[src/hdl/afs_pkg.sv]
package afs_pkg;

  localparam int RawW   = 12;
  localparam int SpeedW = 14;
  localparam int SegW   = 4;
  localparam int WinW   = 10;
  localparam int DvW    = 11;
  localparam int QuoW   = 11;
  localparam int NumW   = DvW + WinW;

  localparam logic [RawW-1:0]   RawFloor   = 12'd409;
  localparam logic [RawW-1:0]   RawCeil    = 12'd3686;
  localparam logic [SpeedW-1:0] MaxSpeed7  = 14'd7230;
  localparam logic [SpeedW-1:0] MaxSpeed15 = 14'd15000;
  localparam int Points7  = 9;
  localparam int Points15 = 13;
  localparam int MaxPoints = Points15;

  // pipeline depth: front, lookup, multiply, one stage per quotient bit, output
  localparam int NumStages = 3 + QuoW + 1;

  typedef struct packed {
    logic [RawW-1:0] raw;
    logic            ok;
    logic            lo;
    logic            hi;
    logic            rsel;
    logic [SegW-1:0] seg;
  } front_t;

  typedef struct packed {
    logic [RawW-1:0]   raw;
    logic              ok;
    logic              lo;
    logic              hi;
    logic              rsel;
    logic [SpeedW-1:0] v0;
    logic [WinW-1:0]   win;
    logic [DvW-1:0]    dv;
    logic [WinW-1:0]   offs;
  } lookup_t;

  typedef struct packed {
    logic [RawW-1:0]   raw;
    logic              ok;
    logic              lo;
    logic              hi;
    logic              rsel;
    logic [SpeedW-1:0] v0;
    logic [WinW-1:0]   win;
    logic [NumW-1:0]   rem;
    logic [QuoW-1:0]   quo;
  } div_t;

  typedef struct packed {
    logic [RawW-1:0]   raw;
    logic [SpeedW-1:0] speed;
    logic              ok;
  } result_t;

  function automatic logic [RawW-1:0] bp_raw(input logic rsel, input logic [SegW-1:0] idx);
    logic [RawW-1:0] r;
    r = '0;
    if (rsel) begin
      case (idx)
        4'd0:    r = 12'd409;
        4'd1:    r = 12'd1203;
        4'd2:    r = 12'd1597;
        4'd3:    r = 12'd1908;
        4'd4:    r = 12'd2187;
        4'd5:    r = 12'd2400;
        4'd6:    r = 12'd2629;
        4'd7:    r = 12'd2801;
        4'd8:    r = 12'd3006;
        4'd9:    r = 12'd3178;
        4'd10:   r = 12'd3309;
        4'd11:   r = 12'd3563;
        4'd12:   r = 12'd3686;
        default: r = 12'd3686;
      endcase
    end else begin
      case (idx)
        4'd0:    r = 12'd409;
        4'd1:    r = 12'd915;
        4'd2:    r = 12'd1522;
        4'd3:    r = 12'd2066;
        4'd4:    r = 12'd2523;
        4'd5:    r = 12'd2908;
        4'd6:    r = 12'd3256;
        4'd7:    r = 12'd3572;
        4'd8:    r = 12'd3686;
        default: r = 12'd3686;
      endcase
    end
    return r;
  endfunction

  function automatic logic [SpeedW-1:0] bp_speed(input logic rsel,
                                                 input logic [SegW-1:0] idx);
    logic [SpeedW-1:0] v;
    v = '0;
    if (rsel) begin
      case (idx)
        4'd0:    v = 14'd0;
        4'd1:    v = 14'd2000;
        4'd2:    v = 14'd3000;
        4'd3:    v = 14'd4000;
        4'd4:    v = 14'd5000;
        4'd5:    v = 14'd6000;
        4'd6:    v = 14'd7000;
        4'd7:    v = 14'd8000;
        4'd8:    v = 14'd9000;
        4'd9:    v = 14'd10000;
        4'd10:   v = 14'd11000;
        4'd11:   v = 14'd13000;
        4'd12:   v = 14'd15000;
        default: v = 14'd15000;
      endcase
    end else begin
      case (idx)
        4'd0:    v = 14'd0;
        4'd1:    v = 14'd1070;
        4'd2:    v = 14'd2010;
        4'd3:    v = 14'd3000;
        4'd4:    v = 14'd3970;
        4'd5:    v = 14'd4960;
        4'd6:    v = 14'd5980;
        4'd7:    v = 14'd6990;
        4'd8:    v = 14'd7230;
        default: v = 14'd7230;
      endcase
    end
    return v;
  endfunction

endpackage

[src/hdl/afs_if.sv]
interface afs_in_if;
  logic       valid;
  logic       ready;
  logic [7:0] checksum_byte;
  logic [7:0] flow_high;
  logic [7:0] flow_low;
  logic [7:0] extra_a;
  logic [7:0] extra_b;

  modport source (output valid, output checksum_byte, output flow_high, output flow_low,
                  output extra_a, output extra_b, input ready);
  modport sink (input valid, input checksum_byte, input flow_high, input flow_low,
                input extra_a, input extra_b, output ready);
endinterface

interface afs_out_if;
  logic        valid;
  logic        ready;
  logic [11:0] raw_flow;
  logic [13:0] speed_mm_per_s;
  logic        checksum_ok;

  modport source (output valid, output raw_flow, output speed_mm_per_s, output checksum_ok,
                  input ready);
  modport sink (input valid, input raw_flow, input speed_mm_per_s, input checksum_ok,
                output ready);
endinterface

[src/hdl/airflow_frame_to_speed_core.sv]
// Converts one five-byte airflow sensor frame per item into the 12-bit raw flow value, a
// checksum flag and the air speed in mm/s, interpolated on the breakpoint table chosen by
// range_select and truncated. Throughput is one item per clock while the output is not
// stalled. An item passes through 15 register stages: one stage for nibble assembly,
// checksum and segment search, one for the table lookup, one for the multiply, eleven
// for the divider that resolves one quotient bit per stage, and the output register.
// Every stage has its own valid bit and stalls only when the stage after it is full and
// stalled, so bubbles are squeezed out under backpressure. The user writes range_select
// through cfg_we_i/cfg_wdata_i only while idle; the block does not enforce this.
module airflow_frame_to_speed_core
  import afs_pkg::*;
(
  input  logic     clk_i,
  input  logic     rst_ni,
  input  logic     cfg_we_i,
  input  logic     cfg_wdata_i,
  afs_in_if.sink   in_if,
  afs_out_if.source out_if
);

  logic range_select_q;

  logic [NumStages-1:0] valid_q;
  logic [NumStages:0]   adv;

  front_t  front_d, front_q;
  lookup_t look_d, look_q;
  div_t    mul_d, mul_q;
  div_t    div_in [QuoW];
  div_t    div_d  [QuoW];
  div_t    div_q  [QuoW];
  result_t res_d, res_q;

  always_ff @(posedge clk_i or negedge rst_ni) begin
    if (!rst_ni) begin
      range_select_q <= 1'b0;
    end else if (cfg_we_i) begin
      range_select_q <= cfg_wdata_i;
    end
  end

  // stage advance, from the output back
  always_comb begin
    adv[NumStages] = out_if.ready;
    for (int k = NumStages - 1; k >= 0; k--) begin
      adv[k] = !valid_q[k] || adv[k+1];
    end
  end

  assign in_if.ready = adv[0];

  always_ff @(posedge clk_i or negedge rst_ni) begin
    if (!rst_ni) begin
      valid_q <= '0;
    end else begin
      if (adv[0]) begin
        valid_q[0] <= in_if.valid;
      end
      for (int k = 1; k < NumStages; k++) begin
        if (adv[k]) begin
          valid_q[k] <= valid_q[k-1];
        end
      end
    end
  end

  // front: raw value, checksum, segment search
  always_comb begin
    logic [7:0]      sum;
    logic [SegW-1:0] cnt;
    logic [SegW-1:0] top;
    sum = in_if.checksum_byte + in_if.flow_high + in_if.flow_low + in_if.extra_a
        + in_if.extra_b;
    top = range_select_q ? SegW'(Points15 - 2) : SegW'(Points7 - 2);
    front_d.raw  = {in_if.flow_high[3:0], in_if.flow_low};
    front_d.ok   = (sum == 8'd0);
    front_d.lo   = (front_d.raw <= RawFloor);
    front_d.hi   = (front_d.raw >= RawCeil);
    front_d.rsel = range_select_q;
    cnt = '0;
    for (int i = 1; i <= MaxPoints - 2; i++) begin
      if (SegW'(i) <= top && front_d.raw > bp_raw(range_select_q, SegW'(i))) begin
        cnt = SegW'(i);
      end
    end
    front_d.seg = cnt;
  end

  always_ff @(posedge clk_i) begin
    if (adv[0]) begin
      front_q <= front_d;
    end
  end

  // table lookup
  always_comb begin
    logic [RawW-1:0]   r0;
    logic [RawW-1:0]   r1;
    logic [SpeedW-1:0] v1;
    logic [RawW-1:0]   span;
    logic [RawW-1:0]   diff;
    logic [SpeedW-1:0] dvw;
    r0 = bp_raw(front_q.rsel, front_q.seg);
    r1 = bp_raw(front_q.rsel, front_q.seg + SegW'(1));
    v1 = bp_speed(front_q.rsel, front_q.seg + SegW'(1));
    look_d.raw  = front_q.raw;
    look_d.ok   = front_q.ok;
    look_d.lo   = front_q.lo;
    look_d.hi   = front_q.hi;
    look_d.rsel = front_q.rsel;
    look_d.v0   = bp_speed(front_q.rsel, front_q.seg);
    span        = r1 - r0;
    diff        = front_q.raw - r0;
    dvw         = v1 - look_d.v0;
    look_d.win  = span[WinW-1:0];
    look_d.offs = diff[WinW-1:0];
    look_d.dv   = dvw[DvW-1:0];
  end

  always_ff @(posedge clk_i) begin
    if (adv[1]) begin
      look_q <= look_d;
    end
  end

  // multiply
  always_comb begin
    mul_d.raw  = look_q.raw;
    mul_d.ok   = look_q.ok;
    mul_d.lo   = look_q.lo;
    mul_d.hi   = look_q.hi;
    mul_d.rsel = look_q.rsel;
    mul_d.v0   = look_q.v0;
    mul_d.win  = look_q.win;
    mul_d.rem  = NumW'(look_q.dv) * NumW'(look_q.offs);
    mul_d.quo  = '0;
  end

  always_ff @(posedge clk_i) begin
    if (adv[2]) begin
      mul_q <= mul_d;
    end
  end

  // restoring divider, one quotient bit per stage, msb first
  for (genvar i = 0; i < QuoW; i++) begin : g_div
    localparam int Bit = QuoW - 1 - i;

    if (i == 0) begin : g_first
      assign div_in[i] = mul_q;
    end else begin : g_next
      assign div_in[i] = div_q[i-1];
    end

    always_comb begin
      logic [NumW-1:0] dsh;
      dsh = NumW'(div_in[i].win) << Bit;
      div_d[i] = div_in[i];
      if (div_in[i].rem >= dsh) begin
        div_d[i].rem      = div_in[i].rem - dsh;
        div_d[i].quo[Bit] = 1'b1;
      end
    end

    always_ff @(posedge clk_i) begin
      if (adv[3+i]) begin
        div_q[i] <= div_d[i];
      end
    end
  end

  // final speed select
  always_comb begin
    res_d.raw = div_q[QuoW-1].raw;
    res_d.ok  = div_q[QuoW-1].ok;
    if (div_q[QuoW-1].lo) begin
      res_d.speed = '0;
    end else if (div_q[QuoW-1].hi) begin
      res_d.speed = div_q[QuoW-1].rsel ? MaxSpeed15 : MaxSpeed7;
    end else begin
      res_d.speed = div_q[QuoW-1].v0 + SpeedW'(div_q[QuoW-1].quo);
    end
  end

  always_ff @(posedge clk_i) begin
    if (adv[NumStages-1]) begin
      res_q <= res_d;
    end
  end

  assign out_if.valid          = valid_q[NumStages-1];
  assign out_if.raw_flow       = res_q.raw;
  assign out_if.speed_mm_per_s = res_q.speed;
  assign out_if.checksum_ok    = res_q.ok;

endmodule

[src/flat_wrapper.sv]
// flat-port wrapper written by rule: the top's interface ports become plain ports
module airflow_frame_to_speed_core_flat import afs_pkg::*;
  (clk_i, rst_ni, cfg_we_i, cfg_wdata_i, in_if_valid, in_if_checksum_byte, in_if_flow_high, in_if_flow_low, in_if_extra_a, in_if_extra_b, in_if_ready, out_if_valid, out_if_raw_flow, out_if_speed_mm_per_s, out_if_checksum_ok, out_if_ready);
  afs_in_if in_if_i ();
  afs_out_if out_if_i ();
  input  logic clk_i;
  input  logic rst_ni;
  input  logic cfg_we_i;
  input  logic cfg_wdata_i;
  input wire logic [$bits(in_if_i.valid)-1:0] in_if_valid;
  input wire logic [$bits(in_if_i.checksum_byte)-1:0] in_if_checksum_byte;
  input wire logic [$bits(in_if_i.flow_high)-1:0] in_if_flow_high;
  input wire logic [$bits(in_if_i.flow_low)-1:0] in_if_flow_low;
  input wire logic [$bits(in_if_i.extra_a)-1:0] in_if_extra_a;
  input wire logic [$bits(in_if_i.extra_b)-1:0] in_if_extra_b;
  output wire logic [$bits(in_if_i.ready)-1:0] in_if_ready;
  output wire logic [$bits(out_if_i.valid)-1:0] out_if_valid;
  output wire logic [$bits(out_if_i.raw_flow)-1:0] out_if_raw_flow;
  output wire logic [$bits(out_if_i.speed_mm_per_s)-1:0] out_if_speed_mm_per_s;
  output wire logic [$bits(out_if_i.checksum_ok)-1:0] out_if_checksum_ok;
  input wire logic [$bits(out_if_i.ready)-1:0] out_if_ready;
  assign in_if_i.valid = in_if_valid;
  assign in_if_i.checksum_byte = in_if_checksum_byte;
  assign in_if_i.flow_high = in_if_flow_high;
  assign in_if_i.flow_low = in_if_flow_low;
  assign in_if_i.extra_a = in_if_extra_a;
  assign in_if_i.extra_b = in_if_extra_b;
  assign in_if_ready = in_if_i.ready;
  assign out_if_valid = out_if_i.valid;
  assign out_if_raw_flow = out_if_i.raw_flow;
  assign out_if_speed_mm_per_s = out_if_i.speed_mm_per_s;
  assign out_if_checksum_ok = out_if_i.checksum_ok;
  assign out_if_i.ready = out_if_ready;
  airflow_frame_to_speed_core u_core (.clk_i(clk_i), .rst_ni(rst_ni), .cfg_we_i(cfg_we_i), .cfg_wdata_i(cfg_wdata_i), .in_if(in_if_i), .out_if(out_if_i));
endmodule
[config.mk]
export PLATFORM = sky130hd
export DESIGN_NAME = airflow_frame_to_speed_core_flat
export DESIGN_NICKNAME = d
export VERILOG_FILES = /design/src/hdl/afs_pkg.sv /design/src/hdl/afs_if.sv /design/src/hdl/airflow_frame_to_speed_core.sv /design/src/flat_wrapper.sv
export SDC_FILE = /design/constraint.sdc
export NUM_CORES = 1
export LEC_CHECK = 0
export BUFFER_PORTS_ARGS = -buffer_cell sky130_fd_sc_hd__buf_2
export CAP_MARGIN = 15
export CELL_PAD_IN_SITES_DETAIL_PLACEMENT = 0
export CELL_PAD_IN_SITES_GLOBAL_PLACEMENT = 1
export CORE_ASPECT_RATIO = 2
export CORE_MARGIN = 2
export CORE_UTILIZATION = 45
export DETAILED_ROUTE_END_ITERATION = 7
export PLACE_DENSITY_LB_ADDON = 0.1
export SYNTH_ARGS = -nofsm -noshare
export SYNTH_HDL_FRONTEND = slang
export SYNTH_SLANG_ARGS = --single-unit
[constraint.sdc]
create_clock -name clk_i -period 12.95 [get_ports clk_i]
set_input_delay 1.9425 -clock clk_i [delete_from_list [all_inputs] [get_ports clk_i]]
set_output_delay 1.9425 -clock clk_i [all_outputs]
set_load 0.01 [all_outputs]
==> results.json, run 1 <==
{
  "status": "finished, final reports clean",
  "worst_pin_slew_ps": 1020,
  "regArea_um2": 25900,
  "initial_core_util_pct": 45.2,
  "path_class": "in -> out",
  "cts_hold_buffers": 0,
  "fmax_mhz": 141,
  "antenna_found_initial": 1,
  "r2r.worst_path.cells": 18,
  "post-place-ws_ps": 5790,
  "wire_per_inst_um": 17.8,
  "drtIter0Drc": 1404,
  "multi_input_area_um2": 14500,
  "post_cts_buffers": 0,
  "cap_violations": 0,
  "clk_pin_slew_ps": 60,
  "cts-root-to-sink-buffers": 3,
  "grt.total_usage_pct": 17.0,
  "antennaDiodeCount": 0,
  "layout_setup_ws_ps": 5870,
  "core_um2": 92300,
  "arrival_ps": 5130,
  "hold_violations": 0,
  "synth.distinct_cells": 86,
  "ant_nets": 0,
  "vias": 23300,
  "cts_root_buf": "clkbuf_16",
  "crit_end": "in_if_ready",
  "placed_cells": 4304,
  "grt_pass1_vias": 23400,
  "portBuffers": 74,
  "die_w_um": 219,
  "gp_congestion": 0.846,
  "min_period_ps": 7080,
  "synth-seq-cells": 866,
  "num_rows": 158,
  "rr_startpoint": "u_core.look_q[3]",
  "layout-drive-gt1-share_pct": 9.16,
  "cts_buffers": 77,
  "first_pass_iters": 4,
  "final_cells": 4444,
  "nFillCells": 7937,
  "tritoncts": "yes",
  "setup_tns_ps": 0,
  "cts-htree-levels": 3,
  "dpl_cell_area_um2": 43500,
  "ctsResizeCount": 0,
  "synthArstFlopShare_pct": 1.85,
  "synth.avg_cell_area_um2": 13.6,
  "rsz0062_at_grt": "false",
  "numClockSinks": 866,
  "ioPinCount": 75,
  "worstPathMaxFanout": 42,
  "hold_path_class": "reg -> reg",
  "synth_edf_count": 850,
  "synth-seq-area-share_pct": 62.2,
  "syn_inst": 3077,
  "design_area_um2": 46200,
  "globalRouteOverflowTotal": 0,
  "fin_crit_sh_pct": 54.7,
  "synth-warning-count": 0,
  "grt_pass1_wl_um": 127000,
  "syn_nets": 3459,
  "skew_ps": 44.0,
  "final_nets": 3565,
  "synth_top_cells_by_area": "edfxtp_1 (61%), ha_1 (7.2%), fa_1 (4.6%)",
  "wl_um": 79200,
  "synth_top_cell_by_area": "edfxtp_1",
  "r2r_end": "u_core.div_in[748]",
  "required_ps": 11010,
  "drc": 0,
  "avgViaCountPerCell": 5.23,
  "die_height_um": 435,
  "synthFlopType": "edfxtp_1",
  "setup_viol": 0,
  "synthToLayoutAreaGrowth_pct": 10.8,
  "netlist_area_um2": 41700,
  "worstSetupEndpointType": "output port",
  "dp_hpwl_um": 57700,
  "die-area_um2": 95300,
  "cp-startpoint": "out_if_ready",
  "rrSetupSlack_ps": 7370,
  "start_kind": "input pin",
  "grt_max_degree": 70,
  "finalMaxSlewViolations": 0,
  "worstSkewPairLatency_ps": 680,
  "synth_top_cell_area_share_pct": 61.2,
  "slew_headroom_pct": 32.0
}
## metal layers
metal | up-vias | share of wire, % | GRT usage, %
li1 | 11500 | - | -
met1 | 11300 | 42 | 20.6
met2 | 349 | 52 | 30.9
met3 | 112 | 3.2 | 2.60
met4 | 2 | 2.6 | 5.52
met5 | - | 0.016 | 0
## how the worst min path moves through the flow
stage                                   start                   to  slack [ps]  cells past startpoint
after global placement    u_core.div_q[1][51]  u_core.div_q[2][51]         400                      0
final                     u_core.div_q[4][43]  u_core.div_q[5][43]         390                      0
after floorplan             u_core.look_q[21]    u_core.div_d[752]         400                      0
after detailed placement    u_core.look_q[40]    u_core.div_d[771]         400                      0
after CTS                 u_core.div_q[2][47]  u_core.div_q[3][47]         390                      0
after global routing      u_core.div_q[4][43]  u_core.div_q[5][43]         390                      0
## cell usage in the layout (no fill, tap or decap), types with 22 or more instances in the layout
master and instances:
a21o_1 35, a31oi_1 22, o21ai_0 132, nand2b_1 52, inv_1 262, mux2_2 41, nor2b_1 50, nand4_1 22
edfxtp_1 850, nor3_1 71, buf_2 74, a21oi_1 156, fa_1 96, nor4_1 33, and2_1 82, ha_1 240
nand2_1 177, xor2_1 73, clkbuf_16 77, nand3_1 32, o21a_1 35, nor2_1 145, xnor2_1 91, a211oi_1 26
## cells by family after synthesis
group,share of synthesized area [%]
simple gates,9.55
buf+inv,3.08
flops,62.2
fa+ha+maj,11.8
compound gates,8.34
mux,1.61
xor+xnor,3.44
## cells in the mapped netlist (all sizes together), types with 12 or more instances
master / number
inv: 268
mux2: 41
a211oi: 26
nor4: 34
dfrtp: 16
ha: 240
or2: 14
nor3: 73
a31oi: 22
o21a: 35
edfxtp: 850
o22ai: 15
nand4: 22
a21o: 35
o21ai: 134
and2: 82
clkbuf: 51
nand2: 180
nand3: 36
xor2: 73
nor2: 145
or3: 18
mux2i: 21
buf: 16
o211ai: 14
xnor2: 91
nand2b: 52
o31ai: 18
fa: 96
a21oi: 157
nor2b: 50
a21boi: 12
## worst max-delay path: stages
cell	delay [ps]
buf_2	90
nand2b_1	130
buf_4	240
nor2_1	310
clkinv_1	120
buf_4	300
nor2_1	240
and2_1	300
inv_2	160
nor2_1	230
and2_1	280
and4_1	300
nand2_1	80
buf_4	220
buf_2	170
## flip-flops by register name, summed over array words and instances, names as in the netlist
name / flops
u_core.front_q: 20
u_core.div_d: 39
u_core.look_q: 59
u_core.out_if.checksum_ok: 1
u_core.range_select_q: 1
u_core.out_if.speed_mm_per_s: 14
u_core.div_q: 685
u_core.valid_q: 15
u_core.out_if.raw_flow: 12
u_core.div_in: 20
## cell type report
class,count,area share (%)
well taps,1200,3.25
clock inverters,56,1.63
flip-flops and latches,866,56.1
repair buffers,94,1.13
inverters,268,2.18
multi-input cells,1876,31.5
clock buffers,84,4.23
## metrics by stage
step           utilization (%)  hold slack [ps]
5_1_grt                   50.0              393
3_3_place_gp              47.1              400
6_report                  50.0              385
3_5_place_dp              47.1              405
2_1_floorplan                -              400
4_1_cts                   50.0              390
Power of run 1 is not shown: default switching activity piles up to over one toggle a cycle in this logic, so the estimate is an artifact.
==> run 2, diff against run 1 <==
Clock period 12.95 ns to 7.31 ns, I/O delays scaled along.
==> run 2 against run 1 <==
  * Sequential cell count did not move
  * Register-to-register slack got worse by 5600 ps
  * First-iteration DRC count rose by 2.1%
  * Cell area rose by 0.25%
  * Clock skew fell by 18 ps
  * Non-clock buffer count rose by 1
  * Sequential share of layout area fell by 0.14 points
  * Clock-buffer cell count rose by 2
  * Wire length rose by 3.1%
  * Via count rose by 1.1%
  * Die area did not move
  * Setup slack got worse by 4100 ps
  * Critical endpoint is now u_core.div_in[748]
  * Highest routed layer is now met4
==> results.json, run 2 (synthesized netlist as in run 1, its figures left out) <==
{
  "cts_root_buf": "clkbuf_16",
  "r2r.worst_path.cells": 18,
  "fmax_mhz": 181,
  "slew_headroom_pct": 30.3,
  "ctsResizeCount": 0,
  "cts-root-to-sink-buffers": 3,
  "rr_startpoint": "u_core.look_q[3]",
  "worstSetupEndpointType": "flip-flop",
  "final_common_cell": "edfxtp_1",
  "avgViaCountPerCell": 5.29,
  "setup_tns_ps": 0,
  "ant_nets": 0,
  "skew_ps": 26.4,
  "cts-htree-levels": 3,
  "worstSkewPairLatency_ps": 660,
  "die-area_um2": 95300,
  "crit_end": "u_core.div_in[748]",
  "drtIter0Drc": 1434,
  "cts_hold_buffers": 0,
  "antennaDiodeCount": 0,
  "post_cts_buffers": 0,
  "fin_crit_sh_pct": 75.4,
  "gp_congestion": 0.843,
  "grt_max_degree": 70,
  "largest_reg_flops": 685,
  "design_area_um2": 46300,
  "first_pass_iters": 5,
  "synthToLayoutAreaGrowth_pct": 11.0,
  "path_class": "reg -> reg",
  "grt_pass1_vias": 23800,
  "grt.total_usage_pct": 17.6,
  "antenna_found_initial": 0,
  "status": "finished, final reports clean",
  "die_w_um": 219,
  "core_um2": 92300,
  "cts_buffers": 78,
  "finalMaxSlewViolations": 0,
  "vias": 23500,
  "hold_path_class": "in -> async",
  "worst_pin_slew_ps": 1040,
  "holdWs_ps": 342,
  "tritoncts": "yes",
  "final_core_util_pct": 50.2,
  "numClockSinks": 866,
  "portBuffers": 74,
  "dp_hpwl_um": 59500,
  "rsz0062_at_grt": "false",
  "drc": 0,
  "worstPathMaxFanout": 10,
  "initial_core_util_pct": 45.2,
  "largest_register": "u_core.div_q",
  "clk_pin_slew_ps": 70,
  "dpl_cell_area_um2": 43500,
  "grt_pass1_wl_um": 130000,
  "die_height_um": 435,
  "start_kind": "flip-flop",
  "cap_violations": 0,
  "r2r_end": "u_core.div_in[748]",
  "setup_viol": 0,
  "hold_violations": 0,
  "arrival_ps": 6040,
  "min_period_ps": 5510,
  "required_ps": 7840,
  "num_rows": 158,
  "cp-startpoint": "u_core.look_q[3]",
  "ioPinCount": 75,
  "rrSetupSlack_ps": 1800,
  "globalRouteOverflowTotal": 0,
  "wire_per_inst_um": 18.4,
  "wl_um": 81600,
  "most-common-layout-cells": "edfxtp_1 (850), inv_1 (262), ha_1 (240)",
  "layout-drive-gt1-share_pct": 9.27,
  "nFillCells": 7970,
  "final_nets": 3567
}
==> run 2: per-stage QoR <==
step | worst slack, ps | instances
finish | 1800 | 4447
global route | 1480 | 4447
CTS | 1760 | 4447
detailed placement | 1780 | 4305
global placement | 1770 | 4305
floorplan | 436 | 3077
==> run 2: routing by layer <==
layer | routed length (um) | global-route usage [%] | share of wire (%) | vias up
li1 | - | - | - | 11500
met1 | 33600 | 21.2 | 41 | 11500
met2 | 42700 | 31.6 | 52 | 399
met3 | 2780 | 2.62 | 3.4 | 126
met4 | 2570 | 6.71 | 3.1 | 0
met5 | 0 | 0 | 0 | -
==> run 2: cell type report <==
class,instances,area (um2),area share [%]
Multi-Input combinational cell,1876,14500,31.4
Sequential cell,866,25900,56.0
Clock inverter,56,813,1.76
Tap cell,1200,1500,3.24
Clock buffer,86,2000,4.33
Timing Repair Buffer,95,528,1.14
Inverter,268,1010,2.17
==> run 2: worst min-delay path by stage <==
stage	end	slack (ps)	depth (start not counted)
after floorplan	u_core.div_d[752]	400	0
after global placement	u_core.div_q[6][59]	400	0
after detailed placement	u_core.div_q[0][45]	400	0
after CTS	u_core.range_select_q	290	1
after global routing	u_core.range_select_q	330	1
final	u_core.range_select_q	340	1
==> run 2: worst max-delay path: stages, from the launching register on <==
cell      delay, ps
edfxtp_1        560
nand2_1         140
fa_1            540
inv_1            60
fa_1            500
inv_1            50
fa_1            470
inv_1            50
fa_1            530
inv_1            50
fa_1            530
inv_1            40
ha_1            360
o21a_1          130
o21ai_0         190
o21a_1          200
o31a_1          280
or4b_2          610
nand4_1         100
Power of run 2 is left out for the same reason.
